File: src/hdl/apc_pkg.sv
// ----------------------------------------------------------------------------
// apc_pkg: shared types and constants of the angle PID controller
// Widths, fixed-point constants, register codes, sequencer states and the
// command and status words between the controller and its serial units.
// ----------------------------------------------------------------------------
package apc_pkg;

  // Default fraction width of the angles.
  localparam int ANGLE_FRAC_BITS_DEF = 8;

  // Fixed field widths.
  localparam int ANGLE_W    = 18;
  localparam int GAIN_W     = 16;
  localparam int LIMIT_W    = 31;
  localparam int DRIVE_W    = 32;
  localparam int INTEG_W    = 32;
  localparam int CFG_IDX_W  = 3;
  localparam int CFG_DATA_W = 31;

  // Filtered error range.
  localparam int ERR_MAX  = 131071;
  localparam int ERR_MIN  = -131072;
  localparam int ERR_BIAS = 131072;

  // Divide-by-ten unit: the biased numerator is always positive and below 2^22.
  localparam int DIVISOR    = 10;
  localparam int DIV_ROUND  = 5;
  localparam int DIV_OFFSET = DIVISOR * ERR_BIAS;
  localparam int DIV_W      = 22;
  localparam int DIV_REM_W  = 4;

  // Multiply-accumulate unit.
  localparam int MUL_X_W     = ANGLE_W + 1;
  localparam int ACC_W       = 36;
  localparam int SUM_W       = INTEG_W + 2;
  localparam int ROUND_SHIFT = 8;
  localparam int ROUND_HALF  = 128;

  typedef enum logic [CFG_IDX_W-1:0] {
    REG_GAIN_P         = 3'd0,
    REG_GAIN_I         = 3'd1,
    REG_GAIN_D         = 3'd2,
    REG_INTEGRAL_LIMIT = 3'd3,
    REG_OUTPUT_LIMIT   = 3'd4
  } cfg_reg_e;

  typedef enum logic [2:0] {
    ST_IDLE,
    ST_WRAP,
    ST_DIV,
    ST_MUL_I,
    ST_INT,
    ST_MUL_P,
    ST_MUL_D,
    ST_OUT
  } state_e;

  typedef struct packed {
    logic start;
    logic accumulate;
  } mac_cmd_t;

  typedef struct packed {
    logic busy;
    logic done;
  } unit_status_t;

endpackage

File: src/hdl/apc_div10.sv
// ----------------------------------------------------------------------------
// apc_div10: bit-serial divider by ten
// Restoring division of an unsigned dividend, one quotient bit per cycle.
// The quotient replaces the dividend in the same shift register.
// ----------------------------------------------------------------------------
module apc_div10
  import apc_pkg::*;
(
  input  logic               clk_i,
  input  logic               rst_ni,
  input  logic               start_i,
  input  logic [DIV_W-1:0]   dividend_i,
  output logic [DIV_W-1:0]   quotient_o,
  output unit_status_t       status_o
);

  localparam int CNT_W = $clog2(DIV_W);

  logic [DIV_W-1:0]     shift_q, shift_d;
  logic [DIV_REM_W-1:0] rem_q, rem_d;
  logic [CNT_W-1:0]     cnt_q;
  logic                 busy_q, done_q;
  logic [DIV_REM_W:0]   trial;
  logic                 fits;
  logic                 last;

  assign trial = {rem_q, shift_q[DIV_W-1]};
  assign fits  = trial >= (DIV_REM_W+1)'(DIVISOR);
  assign last  = cnt_q == CNT_W'(DIV_W - 1);

  always_comb begin
    rem_d   = fits ? DIV_REM_W'(trial - (DIV_REM_W+1)'(DIVISOR)) : trial[DIV_REM_W-1:0];
    shift_d = {shift_q[DIV_W-2:0], fits};
  end

  always_ff @(posedge clk_i or negedge rst_ni) begin
    if (!rst_ni) begin
      busy_q <= 1'b0;
      done_q <= 1'b0;
      cnt_q  <= '0;
    end else begin
      done_q <= busy_q && last;
      if (start_i) begin
        busy_q <= 1'b1;
        cnt_q  <= '0;
      end else if (busy_q) begin
        cnt_q <= cnt_q + CNT_W'(1);
        if (last) begin
          busy_q <= 1'b0;
        end
      end
    end
  end

  always_ff @(posedge clk_i) begin
    if (start_i) begin
      shift_q <= dividend_i;
      rem_q   <= '0;
    end else if (busy_q) begin
      shift_q <= shift_d;
      rem_q   <= rem_d;
    end
  end

  assign quotient_o = shift_q;
  assign status_o   = '{busy: busy_q, done: done_q};

endmodule

File: src/hdl/apc_mac.sv
// ----------------------------------------------------------------------------
// apc_mac: bit-serial multiply-accumulate unit
// Takes one bit of the signed gain per cycle, least significant first, and
// adds the shifted multiplicand; the sign bit of the gain subtracts.
// ----------------------------------------------------------------------------
module apc_mac
  import apc_pkg::*;
(
  input  logic                      clk_i,
  input  logic                      rst_ni,
  input  mac_cmd_t                  cmd_i,
  input  logic signed [MUL_X_W-1:0] x_i,
  input  logic signed [GAIN_W-1:0]  gain_i,
  output logic signed [ACC_W-1:0]   acc_o,
  output unit_status_t              status_o
);

  localparam int CNT_W = $clog2(GAIN_W);

  logic signed [ACC_W-1:0] x_q;
  logic signed [ACC_W-1:0] acc_q, acc_d;
  logic [GAIN_W-1:0]       gain_q;
  logic [CNT_W-1:0]        cnt_q;
  logic                    busy_q, done_q;
  logic signed [ACC_W-1:0] addend;
  logic                    last;

  assign last   = cnt_q == CNT_W'(GAIN_W - 1);
  assign addend = gain_q[0] ? x_q : '0;

  // The top bit of a two's complement gain weighs negative.
  always_comb begin
    acc_d = last ? acc_q - addend : acc_q + addend;
  end

  always_ff @(posedge clk_i or negedge rst_ni) begin
    if (!rst_ni) begin
      busy_q <= 1'b0;
      done_q <= 1'b0;
      cnt_q  <= '0;
    end else begin
      done_q <= busy_q && last;
      if (cmd_i.start) begin
        busy_q <= 1'b1;
        cnt_q  <= '0;
      end else if (busy_q) begin
        cnt_q <= cnt_q + CNT_W'(1);
        if (last) begin
          busy_q <= 1'b0;
        end
      end
    end
  end

  always_ff @(posedge clk_i) begin
    if (cmd_i.start) begin
      x_q    <= ACC_W'(x_i);
      gain_q <= gain_i;
      if (!cmd_i.accumulate) begin
        acc_q <= '0;
      end
    end else if (busy_q) begin
      x_q    <= x_q <<< 1;
      gain_q <= gain_q >> 1;
      acc_q  <= acc_d;
    end
  end

  assign acc_o    = acc_q;
  assign status_o = '{busy: busy_q, done: done_q};

endmodule

File: src/hdl/angle_pid_controller.sv
// ----------------------------------------------------------------------------
// angle_pid_controller: PID controller on a wrapped, low-pass filtered angle
// One word at a time: from accept to result the controller runs the 360-degree
// wrap steps (none to three at eight fraction bits), the 22-step divide by ten
// and three 16-step passes of the shared bit-serial multiplier. A waiting
// result does not block the next accept. Reset clears the gains, limits,
// previous error and integral to zero.
// ----------------------------------------------------------------------------
module angle_pid_controller
  import apc_pkg::*;
#(
  parameter int ANGLE_FRAC_BITS = ANGLE_FRAC_BITS_DEF
) (
  input  logic                      clk_i,
  input  logic                      rst_ni,
  input  logic                      cfg_we_i,
  input  logic [CFG_IDX_W-1:0]      cfg_idx_i,
  input  logic [CFG_DATA_W-1:0]     cfg_wdata_i,
  input  logic                      in_valid_i,
  output logic                      in_stall_o,
  input  logic signed [ANGLE_W-1:0] measured_angle_i,
  input  logic signed [ANGLE_W-1:0] target_angle_i,
  output logic                      out_valid_o,
  input  logic                      out_stall_i,
  output logic signed [DRIVE_W-1:0] drive_o
);

  localparam int WRAP_W = (((10 + ANGLE_FRAC_BITS) > (ANGLE_W + 1)) ?
                           (10 + ANGLE_FRAC_BITS) : (ANGLE_W + 1)) + 1;
  localparam logic signed [WRAP_W-1:0] HALF     = WRAP_W'(180 * (1 << ANGLE_FRAC_BITS));
  localparam logic signed [WRAP_W-1:0] NEG_HALF = WRAP_W'(-180 * (1 << ANGLE_FRAC_BITS));
  localparam logic signed [WRAP_W-1:0] FULL     = WRAP_W'(360 * (1 << ANGLE_FRAC_BITS));
  localparam logic signed [WRAP_W-1:0] ERR_HI   = WRAP_W'(ERR_MAX);
  localparam logic signed [WRAP_W-1:0] ERR_LO   = WRAP_W'(ERR_MIN);

  function automatic logic signed [INTEG_W-1:0] clamp_sym(
    input logic signed [SUM_W-1:0] v,
    input logic [LIMIT_W-1:0]      lim
  );
    logic signed [SUM_W-1:0] hi;
    logic signed [SUM_W-1:0] lo;
    logic signed [SUM_W-1:0] r;
    hi = SUM_W'(lim);
    lo = -hi;
    if (v > hi) begin
      r = hi;
    end else if (v < lo) begin
      r = lo;
    end else begin
      r = v;
    end
    return r[INTEG_W-1:0];
  endfunction

  // Configuration registers.
  logic signed [GAIN_W-1:0] gain_p_q, gain_i_q, gain_d_q;
  logic [LIMIT_W-1:0]       integral_limit_q, output_limit_q;

  // Controller state and working registers.
  state_e                    state_q, state_d;
  logic signed [WRAP_W-1:0]  err_q, err_d;
  logic signed [ANGLE_W-1:0] f_q;
  logic signed [ANGLE_W-1:0] prev_q;
  logic signed [INTEG_W-1:0] integral_q;
  logic signed [DRIVE_W-1:0] drive_q;
  logic                      out_valid_q;

  // Datapath.
  logic                      err_low, err_high, err_ok;
  logic signed [ANGLE_W-1:0] err_sat;
  logic signed [DIV_W:0]     numer;
  logic [DIV_W-1:0]          quotient;
  logic signed [ANGLE_W-1:0] f_now;
  logic signed [MUL_X_W-1:0] delta;
  logic signed [ACC_W-1:0]   acc;
  logic signed [ACC_W-1:0]   acc_biased;
  logic signed [ACC_W-1:0]   acc_rnd;
  logic signed [SUM_W-1:0]   sum_pre;
  logic signed [INTEG_W-1:0] sum_clamped;
  unit_status_t              div_status, mac_status;

  // Control outputs of the sequencer.
  logic                      accept;
  logic                      div_start;
  mac_cmd_t                  mac_cmd;
  logic signed [MUL_X_W-1:0] mac_x;
  logic signed [GAIN_W-1:0]  mac_gain;
  logic                      take_f;
  logic                      load_integral;
  logic                      load_out;

  always_ff @(posedge clk_i or negedge rst_ni) begin
    if (!rst_ni) begin
      gain_p_q         <= '0;
      gain_i_q         <= '0;
      gain_d_q         <= '0;
      integral_limit_q <= '0;
      output_limit_q   <= '0;
    end else if (cfg_we_i) begin
      unique case (cfg_idx_i)
        REG_GAIN_P:         gain_p_q         <= cfg_wdata_i[GAIN_W-1:0];
        REG_GAIN_I:         gain_i_q         <= cfg_wdata_i[GAIN_W-1:0];
        REG_GAIN_D:         gain_d_q         <= cfg_wdata_i[GAIN_W-1:0];
        REG_INTEGRAL_LIMIT: integral_limit_q <= cfg_wdata_i[LIMIT_W-1:0];
        REG_OUTPUT_LIMIT:   output_limit_q   <= cfg_wdata_i[LIMIT_W-1:0];
        default: ;
      endcase
    end
  end

  // Wrap step: one add or subtract of a full turn per cycle.
  assign err_low  = err_q < NEG_HALF;
  assign err_high = err_q > HALF;
  assign err_ok   = !err_low && !err_high;

  always_comb begin
    if (accept) begin
      err_d = WRAP_W'(measured_angle_i) - WRAP_W'(target_angle_i);
    end else if (err_low) begin
      err_d = err_q + FULL;
    end else if (err_high) begin
      err_d = err_q - FULL;
    end else begin
      err_d = err_q;
    end
  end

  always_comb begin
    if (err_q > ERR_HI) begin
      err_sat = ANGLE_W'(ERR_MAX);
    end else if (err_q < ERR_LO) begin
      err_sat = ANGLE_W'(ERR_MIN);
    end else begin
      err_sat = err_q[ANGLE_W-1:0];
    end
  end

  // Biased so the numerator of the filter is positive; the bias comes off the
  // quotient again as ERR_BIAS.
  assign numer = (DIV_W+1)'(err_sat) + ((DIV_W+1)'(prev_q) <<< 3) + (DIV_W+1)'(prev_q)
               + (DIV_W+1)'(DIV_ROUND + DIV_OFFSET);

  apc_div10 u_div (
    .clk_i      (clk_i),
    .rst_ni     (rst_ni),
    .start_i    (div_start),
    .dividend_i (numer[DIV_W-1:0]),
    .quotient_o (quotient),
    .status_o   (div_status)
  );

  assign f_now = ANGLE_W'(quotient - DIV_W'(ERR_BIAS));
  assign delta = MUL_X_W'(f_q) - MUL_X_W'(prev_q);

  apc_mac u_mac (
    .clk_i    (clk_i),
    .rst_ni   (rst_ni),
    .cmd_i    (mac_cmd),
    .x_i      (mac_x),
    .gain_i   (mac_gain),
    .acc_o    (acc),
    .status_o (mac_status)
  );

  // Round to nearest on the Q8.8 gain scale, ties toward plus infinity.
  assign acc_biased  = acc + ACC_W'(ROUND_HALF);
  assign acc_rnd     = acc_biased >>> ROUND_SHIFT;
  assign sum_pre     = SUM_W'(integral_q) + SUM_W'(acc_rnd);
  assign sum_clamped = clamp_sym(sum_pre, load_out ? output_limit_q : integral_limit_q);

  // Next state.
  always_comb begin
    state_d = state_q;
    unique case (state_q)
      ST_IDLE:  if (accept) state_d = ST_WRAP;
      ST_WRAP:  if (err_ok) state_d = ST_DIV;
      ST_DIV:   if (div_status.done) state_d = ST_MUL_I;
      ST_MUL_I: if (mac_status.done) state_d = ST_INT;
      ST_INT:   state_d = ST_MUL_P;
      ST_MUL_P: if (mac_status.done) state_d = ST_MUL_D;
      ST_MUL_D: if (mac_status.done) state_d = ST_OUT;
      ST_OUT:   if (!out_valid_q || !out_stall_i) state_d = ST_IDLE;
      default:  state_d = ST_IDLE;
    endcase
  end

  // Sequencer outputs.
  always_comb begin
    in_stall_o    = 1'b1;
    accept        = 1'b0;
    div_start     = 1'b0;
    mac_cmd       = '{start: 1'b0, accumulate: 1'b0};
    mac_x         = MUL_X_W'(f_q);
    mac_gain      = gain_p_q;
    take_f        = 1'b0;
    load_integral = 1'b0;
    load_out      = 1'b0;
    unique case (state_q)
      ST_IDLE: begin
        in_stall_o = 1'b0;
        accept     = in_valid_i;
      end
      ST_WRAP: begin
        div_start = err_ok;
      end
      ST_DIV: begin
        take_f        = div_status.done;
        mac_cmd.start = div_status.done;
        mac_x         = MUL_X_W'(f_now);
        mac_gain      = gain_i_q;
      end
      ST_INT: begin
        load_integral = 1'b1;
        mac_cmd.start = 1'b1;
      end
      ST_MUL_P: begin
        mac_cmd = '{start: mac_status.done, accumulate: 1'b1};
        mac_x   = delta;
        mac_gain = gain_d_q;
      end
      ST_OUT: begin
        load_out = !out_valid_q || !out_stall_i;
      end
      default: ;
    endcase
  end

  always_ff @(posedge clk_i or negedge rst_ni) begin
    if (!rst_ni) begin
      state_q     <= ST_IDLE;
      prev_q      <= '0;
      integral_q  <= '0;
      out_valid_q <= 1'b0;
    end else begin
      state_q <= state_d;
      if (load_integral) begin
        integral_q <= sum_clamped;
      end
      if (load_out) begin
        prev_q      <= f_q;
        out_valid_q <= 1'b1;
      end else if (!out_stall_i) begin
        out_valid_q <= 1'b0;
      end
    end
  end

  always_ff @(posedge clk_i) begin
    err_q <= err_d;
    if (take_f) begin
      f_q <= f_now;
    end
    if (load_out) begin
      drive_q <= sum_clamped;
    end
  end

  assign out_valid_o = out_valid_q;
  assign drive_o     = drive_q;

  // An accepted word closes the input until its result is formed.
  a_stall_after_accept : assert property (@(posedge clk_i) disable iff (!rst_ni)
    (in_valid_i && !in_stall_o) |=> in_stall_o)
    else $error("input open right after an accept");

  // The divider and the multiplier never run at the same time.
  a_units_exclusive : assert property (@(posedge clk_i) disable iff (!rst_ni)
    $onehot0({div_status.busy, mac_status.busy}))
    else $error("divider and multiplier busy together");

  a_integral_bound : assert property (@(posedge clk_i) disable iff (!rst_ni)
    (state_q == ST_MUL_P) |->
      (integral_q <= $signed({1'b0, integral_limit_q}) &&
       integral_q >= -$signed({1'b0, integral_limit_q})))
    else $error("integral outside its limit");

  a_drive_bound : assert property (@(posedge clk_i) disable iff (!rst_ni)
    out_valid_q |->
      (drive_q <= $signed({1'b0, output_limit_q}) &&
       drive_q >= -$signed({1'b0, output_limit_q})))
    else $error("drive outside the output limit");

endmodule
File: config.mk
export PLATFORM = sky130hd
export DESIGN_NAME = angle_pid_controller
export DESIGN_NICKNAME = d
export VERILOG_FILES = /design/src/hdl/apc_pkg.sv /design/src/hdl/apc_div10.sv /design/src/hdl/apc_mac.sv /design/src/hdl/angle_pid_controller.sv
export SDC_FILE = /design/constraint.sdc
export NUM_CORES = 1
export LEC_CHECK = 0
export BUFFER_PORTS_ARGS = -buffer_cell sky130_fd_sc_hd__buf_4
export CAP_MARGIN = 5
export CORE_MARGIN = 1.5
export CORE_UTILIZATION = 60
export DETAILED_ROUTE_END_ITERATION = 6
export PLACE_DENSITY = 0.87
export SLEW_MARGIN = 20
export SYNTH_ARGS = -nofsm -noshare
export SYNTH_HDL_FRONTEND = slang
export SYNTH_HIERARCHICAL = 1
export SYNTH_SLANG_ARGS = --single-unit
File: constraint.sdc
create_clock -name clk_i -period 9.2 [get_ports clk_i]
set_clock_uncertainty 0.1 [all_clocks]
set_input_delay 0.46 -clock clk_i [delete_from_list [all_inputs] [get_ports clk_i]]
set_output_delay 0.46 -clock clk_i [all_outputs]
set_load 0.02 [all_outputs]
==> impl_metrics.env, run 1 <==
export IMPL_status="finished, violations left"
export IMPL_violations="design-rule violations"
export IMPL_ff2ff_path_depth=26
export IMPL_n_antenna_cell=0
export IMPL_reg2reg_from="state_q[1]$_DFFE_PN0P_"
export IMPL_drtIter0Drc=1904
export IMPL_setup_viol=0
export IMPL_final_area_um2=29780
export IMPL_die_h_um=215.2
export IMPL_antenna_left=0
export IMPL_rrSetupSlack_ps=1970
export IMPL_vias=22500
export IMPL_power_frac_comb=0.578
export IMPL_hp_class="primary input to flop"
export IMPL_final_setup_tns_ps=0
export IMPL_min_period_over_period=0.7856
export IMPL_holdPathStages=2
export IMPL_path_clk_slew_ps=70
export IMPL_ios=109
export IMPL_antenna_found_initial=1
export IMPL_whs_endpoint="integral_limit_q[20]$_DFFE_PN0P_"
export IMPL_fp_dieArea_um2=46310
export IMPL_p_clk_frac=0.177
export IMPL_drive_gt1_frac=0.1523
export IMPL_drc=4
export IMPL_drt_wirelength_per_cell_um=21.10
export IMPL_netlist_area_um2=27020
export IMPL_synthesis_nets=3134
export IMPL_post_route_util=0.6719
export IMPL_io_buffers=108
export IMPL_cts_inserted_buffers=42
export IMPL_critical_path_class="flop to flop"
export IMPL_grt_use_total=0.3183
export IMPL_hold_ws_ps=20.15
export IMPL_synthToLayoutAreaGrowth_pct=10.22
export IMPL_ctsResizeCount=0
export IMPL_power_mw=9.548
export IMPL_synthCells=2816
export IMPL_placed_area_um2=28350
export IMPL_dp_slack_ps=2113
export IMPL_initial_core_util=0.6096
export IMPL_fin_cells=3514
export IMPL_slew_headroom=0.2939
export IMPL_final_common_cell="nand2_1"
export IMPL_via_per_inst=6.404
export IMPL_rows=77
export IMPL_cp_start_kind="flop"
export IMPL_cellLeakagePower_nw=12.51
export IMPL_crit_start="state_q[1]$_DFFE_PN0P_"
export IMPL_gp_congestion=0.9840
export IMPL_rr_endpoint="drive_o[20]$_DFFE_PP_"
export IMPL_fin_ws_ps=1973
export IMPL_crit_required_ps=9430
export IMPL_hold_viol=0
export IMPL_dp_cells=3433
export IMPL_swShare=0.4486
export IMPL_cts_sinks=361
export IMPL_first_global_vias=22580
export IMPL_h_tree_depth=2
export IMPL_tightest_slew_ps=1057
export IMPL_p_int_mw=5.265
export IMPL_min_delay_start="cfg_wdata_i[20]"
export IMPL_insertion_delay_ps=590
export IMPL_crit_fanout=50
export IMPL_die_w_um=215.2
export IMPL_layout_common_cells="nand2_1, ha_1, inv_1"
export IMPL_slew_viol_final=0
export IMPL_grt_pass1_wl_um=118200
export IMPL_clockBufferDepth=3
export IMPL_seq_power_share=0.244
export IMPL_end_kind="flop"
export IMPL_cap_violations=0
export IMPL_finalNetCount=3206
export IMPL_power_density_nw_per_um2=320.6
export IMPL_fmax_ghz=0.1384
export IMPL_syn_avg_cell_area_um2=9.594
export IMPL_critPathArrivalTime_ps=7460
export IMPL_root_buffer="clkbuf_16"
export IMPL_core_um2=44320
export IMPL_yosysWarnings=6
export IMPL_dp_hpwl_um=54950
export IMPL_tritoncts="yes"
export IMPL_drt_pass1_iter_count=7
export IMPL_p_switching_mw=4.284
export IMPL_wirelength_um=74150
export IMPL_min_period_ps=7227
export IMPL_peakVddDrop_v=0.0003620
export IMPL_grt_max_degree=72
export IMPL_rsz0062_at_grt="false"
export IMPL_grt_ovfl_total=0
power groups by stage:
stage | clock network, mW | logic (mW) | registers [mW]
2_1_floorplan | 0 | 4.04 | 2.26
5_1_grt | 1.78 | 6.00 | 2.36
3_3_place_gp | 0 | 5.16 | 2.34
3_5_place_dp | 0 | 5.32 | 2.35
6_report | 1.69 | 5.52 | 2.33
4_1_cts | 1.71 | 5.38 | 2.33
area by class of cell:
class	instances	area (µm²)
multi-input cells	2151	15940
fillers	3357	14540
flip-flops and latches	361	9915
clock buffers	65	1292
repair buffers	139	1055
well taps	592	740.7
inverters	193	726.9
clock inverters	13	106.4
layer usage:
| layer | track usage | vias to the layer above | part of all wire |
|---|---|---|---|
| met5 | 0 | - | 0.00016 |
| met1 | 0.3868 | 10900 | 0.40 |
| met2 | 0.5527 | 982 | 0.49 |
| met3 | 0.04388 | 233 | 0.063 |
| li1 | - | 10390 | - |
| met4 | 0.1601 | 2 | 0.050 |
sequential cells by signal (all words and copies together), names as in the netlist, 16 cells and up:
signal / count
integral_limit_q: 31
err_q: 20
gain_p_q: 16
gain_i_q: 16
drive_o: 32
f_q: 18
output_limit_q: 31
u_mac/acc_o: 36
integral_q: 32
gain_d_q: 16
u_mac/x_q: 36
u_div/quotient_o: 22
prev_q: 18
u_mac/gain_q: 16
worst max-delay path by stage:
stage                                  endpoint  slack, ps  cells past startpoint
after floorplan            drive_o[9]$_DFFE_PP_       2500                     30
after CTS                 drive_o[20]$_DFFE_PP_       2110                     26
after detailed placement  drive_o[20]$_DFFE_PP_       2110                     26
after global routing      drive_o[20]$_DFFE_PP_       1500                     26
after global placement    drive_o[20]$_DFFE_PP_       2330                     26
final                     drive_o[20]$_DFFE_PP_       1970                     26
worst max-delay path: stages (launching register included):
cell and delay [ps]:
dfrtp_1 670, and3_1 380, nand2_1 150, inv_4 420, mux2i_1 380, ha_1 270, o21ai_1 190, nor3_1 350
and2_1 290, o21ai_0 250, or2_1 350, nor2_1 150, xnor2_1 170, ha_1 280, and3_1 210, o2111a_1 160
a22oi_1 150, nand2_1 80, a21oi_1 200, o21ai_0 100, a21oi_1 220, a21oi_4 110, nor2_4 190, buf_4 500
mux2_2 400, mux2i_1 180, nor2_1 60
repair_timing:
action / 4_1_cts / 5_1_grt
setup buffers: 0 / 0
endpoints found under the hold margin: 48 / 0
hold buffers: 3 / 0
Note: power is estimated with default switching activity, not from simulation.
==> run 2, diff against run 1 <==
--- a/config.mk
+++ b/config.mk
@@ -8,9 +8,9 @@
 export BUFFER_PORTS_ARGS = -buffer_cell sky130_fd_sc_hd__buf_4
 export CAP_MARGIN = 5
 export CORE_MARGIN = 1.5
-export CORE_UTILIZATION = 60
+export CORE_UTILIZATION = 58
 export DETAILED_ROUTE_END_ITERATION = 6
-export PLACE_DENSITY = 0.87
+export PLACE_DENSITY = 0.88
 export SLEW_MARGIN = 20
 export SYNTH_ARGS = -nofsm -noshare
 export SYNTH_HDL_FRONTEND = slang
==> constraint.sdc (replaced) <==
create_clock -name clk_i -period 6.4 [get_ports clk_i]
set_clock_uncertainty 0.1 [all_clocks]
set_input_delay 0.32 -clock clk_i [delete_from_list [all_inputs] [get_ports clk_i]]
set_output_delay 0.32 -clock clk_i [all_outputs]
set_load 0.02 [all_outputs]
==> run 2 against run 1 <==
- the run now ends clean
- largest power group unchanged
- final area increased by 3.9%
- flip-flop and latch count unchanged
- worst hold slack improved by 30 ps
- power is 58% higher
==> impl_metrics.env, run 2 (synthesis results as in run 1) <==
export IMPL_post_route_util=0.6776
export IMPL_dp_hpwl_um=55390
export IMPL_end_kind="flop"
export IMPL_h_tree_depth=2
export IMPL_core_um2=45670
export IMPL_cp_start_kind="flop"
export IMPL_busiest_layer="met2"
export IMPL_hold_ws_ps=50.59
export IMPL_met3_usage=0.05516
export IMPL_setup_viol=0
export IMPL_vias=23380
export IMPL_regArea_um2=9915
export IMPL_die_w_um=218.8
export IMPL_fmax_ghz=0.1614
export IMPL_critPathMaxStageDelay_ps=760
export IMPL_drt_wirelength_per_cell_um=21.33
export IMPL_critPathArrivalTime_ps=6580
export IMPL_drt_pass1_iter_count=5
export IMPL_antenna_found_initial=0
export IMPL_drive_gt1_frac=0.1839
export IMPL_layout_common_cells="nand2_1, ha_1, buf_4"
export IMPL_rows=78
export IMPL_initial_core_util=0.5915
export IMPL_io_buffers=108
export IMPL_path_clk_slew_ps=60
export IMPL_multi_input_area_um2=16130
export IMPL_slew_viol_final=0
export IMPL_die_h_um=218.8
export IMPL_first_global_vias=23530
export IMPL_grt_ovfl_total=0
export IMPL_slew_headroom=0.3408
export IMPL_tightest_slew_ps=983.1
export IMPL_met1_usage=0.3799
export IMPL_power_mw=15.08
export IMPL_finalNetCount=3313
export IMPL_critPathBufInv=2
export IMPL_power_density_nw_per_um2=487.2
export IMPL_fp_dieArea_um2=47880
export IMPL_cts_sinks=361
export IMPL_status="finished, final reports clean"
export IMPL_wirelength_um=77400
export IMPL_root_buffer="clkbuf_16"
export IMPL_drc=0
export IMPL_min_period_over_period=0.9683
export IMPL_grt_max_degree=87
export IMPL_grt_pass1_wl_um=122900
export IMPL_cts_inserted_buffers=41
export IMPL_final_common_cell="nand2_1"
export IMPL_cap_violations=0
export IMPL_worst_path_most_repeated_cell="nand2_1"
export IMPL_ios=109
export IMPL_slowest_stage="a21boi_2"
export IMPL_drtIter0Drc=2281
export IMPL_cellLeakagePower_nw=13.07
export IMPL_insertion_delay_ps=610
export IMPL_synthToLayoutAreaGrowth_pct=14.55
export IMPL_hp_class="primary input to flop"
export IMPL_fillers=3213
export IMPL_min_period_ps=6197
export IMPL_hold_viol=0
export IMPL_worstPathCellList="ha_2, and3_1, nand2_1, nor2_2, and3_2, nand2_1, xnor2_1, ha_1, a21oi_1, nor2b_1, or4b_2, a211oi_2, o21ba_2, o21bai_1, nand2_1, ha_1, nand2b_1, a21boi_2, nor2_4, buf_12, buf_4, a221oi_2, o22ai_1, mux2_2"
export IMPL_grt_use_met2=0.5649
export IMPL_via_per_inst=6.443
export IMPL_clockBufferDepth=3
export IMPL_peakVddDrop_v=0.0003947
export IMPL_final_setup_tns_ps=0
export IMPL_tritoncts="yes"
export IMPL_crit_fanout=17
export IMPL_critical_path_class="flop to flop"
export IMPL_grt_use_total=0.3234
export IMPL_n_antenna_cell=0
export IMPL_gp_congestion=0.9883
export IMPL_antenna_left=0
export IMPL_path_delay_family="simple AND/OR/NAND/NOR gates"
export IMPL_crit_required_ps=6790
[run 2: repair_timing]
action,4_1_cts,5_1_grt
resized for setup,3,37
hold buffers,33,0
pin swaps,1,5
endpoints found under the hold margin,195,0
setup buffers,1,8
cloned,0,2
setup endpoints to repair,21,64
[run 2: metrics by stage]
step / cells / setup slack [ps] / area [µm²]
6_report: 3628 / 202.6 / 30950
5_1_grt: 3628 / -61.89 / 30950
4_1_cts: 3618 / 2.911 / 30660
3_5_place_dp: 3508 / -122.0 / 28880
3_3_place_gp: 3508 / 123.1 / 28880
2_1_floorplan: 2816 / 95.80 / 27020
[run 2: final cells by class]
type | instances | share of cell area
multi-input combinational | 2151 | 0.5212
clock buffer | 54 | 0.03570
clock inverter | 22 | 0.01031
timing repair buffer | 247 | 0.06465
inverter | 193 | 0.02349
tap | 600 | 0.02426
sequential | 361 | 0.3204
[run 2: worst paths after layout]
check	from	end	slack (ps)	depth (start not counted)
worst max-delay path	u_mac/acc_o[7]$_SDFFCE_PP0P_	integral_q[4]$_DFFE_PN0P_	200	24
worst min-delay path	target_angle_i[0]	err_q[0]$_DFFE_PP_	50	3
worst max register to register	u_mac/acc_o[7]$_SDFFCE_PP0P_	integral_q[4]$_DFFE_PN0P_	200	24
worst min register to register	u_div/rem_q[3]$_SDFFE_PP0P_	u_div/rem_q[3]$_SDFFE_PP0P_	390	2
max in group asynchronous	rst_ni	prev_q[13]$_DFFE_PN0P_	4620	3
min in group asynchronous	rst_ni	output_limit_q[22]$_DFFE_PN0P_	230	2
[run 2: worst min-delay path: cells and delay by family]
family / cells / cell delay [ps]
simple gates: 1 / 60
buf+inv: 1 / 80
fa+ha+maj: 1 / 130
[run 2: metal layers]
| layer | part of all wire | wire [µm] |
|---|---|---|
| met3 | 0.076 | 5874 |
| met1 | 0.38 | 29090 |
| met4 | 0.053 | 4070 |
| met5 | 0 | 0 |
| met2 | 0.50 | 38370 |
[run 2: power by group]
| group | switching (mW) | internal, mW | leakage (nW) |
|---|---|---|---|
| Clock | 1.04 | 1.48 | 0.698 |
| Combinational | 5.23 | 3.99 | 8.51 |
| Sequential | 0.322 | 3.02 | 3.86 |
| Total | 6.59 | 8.48 | 13.1 |
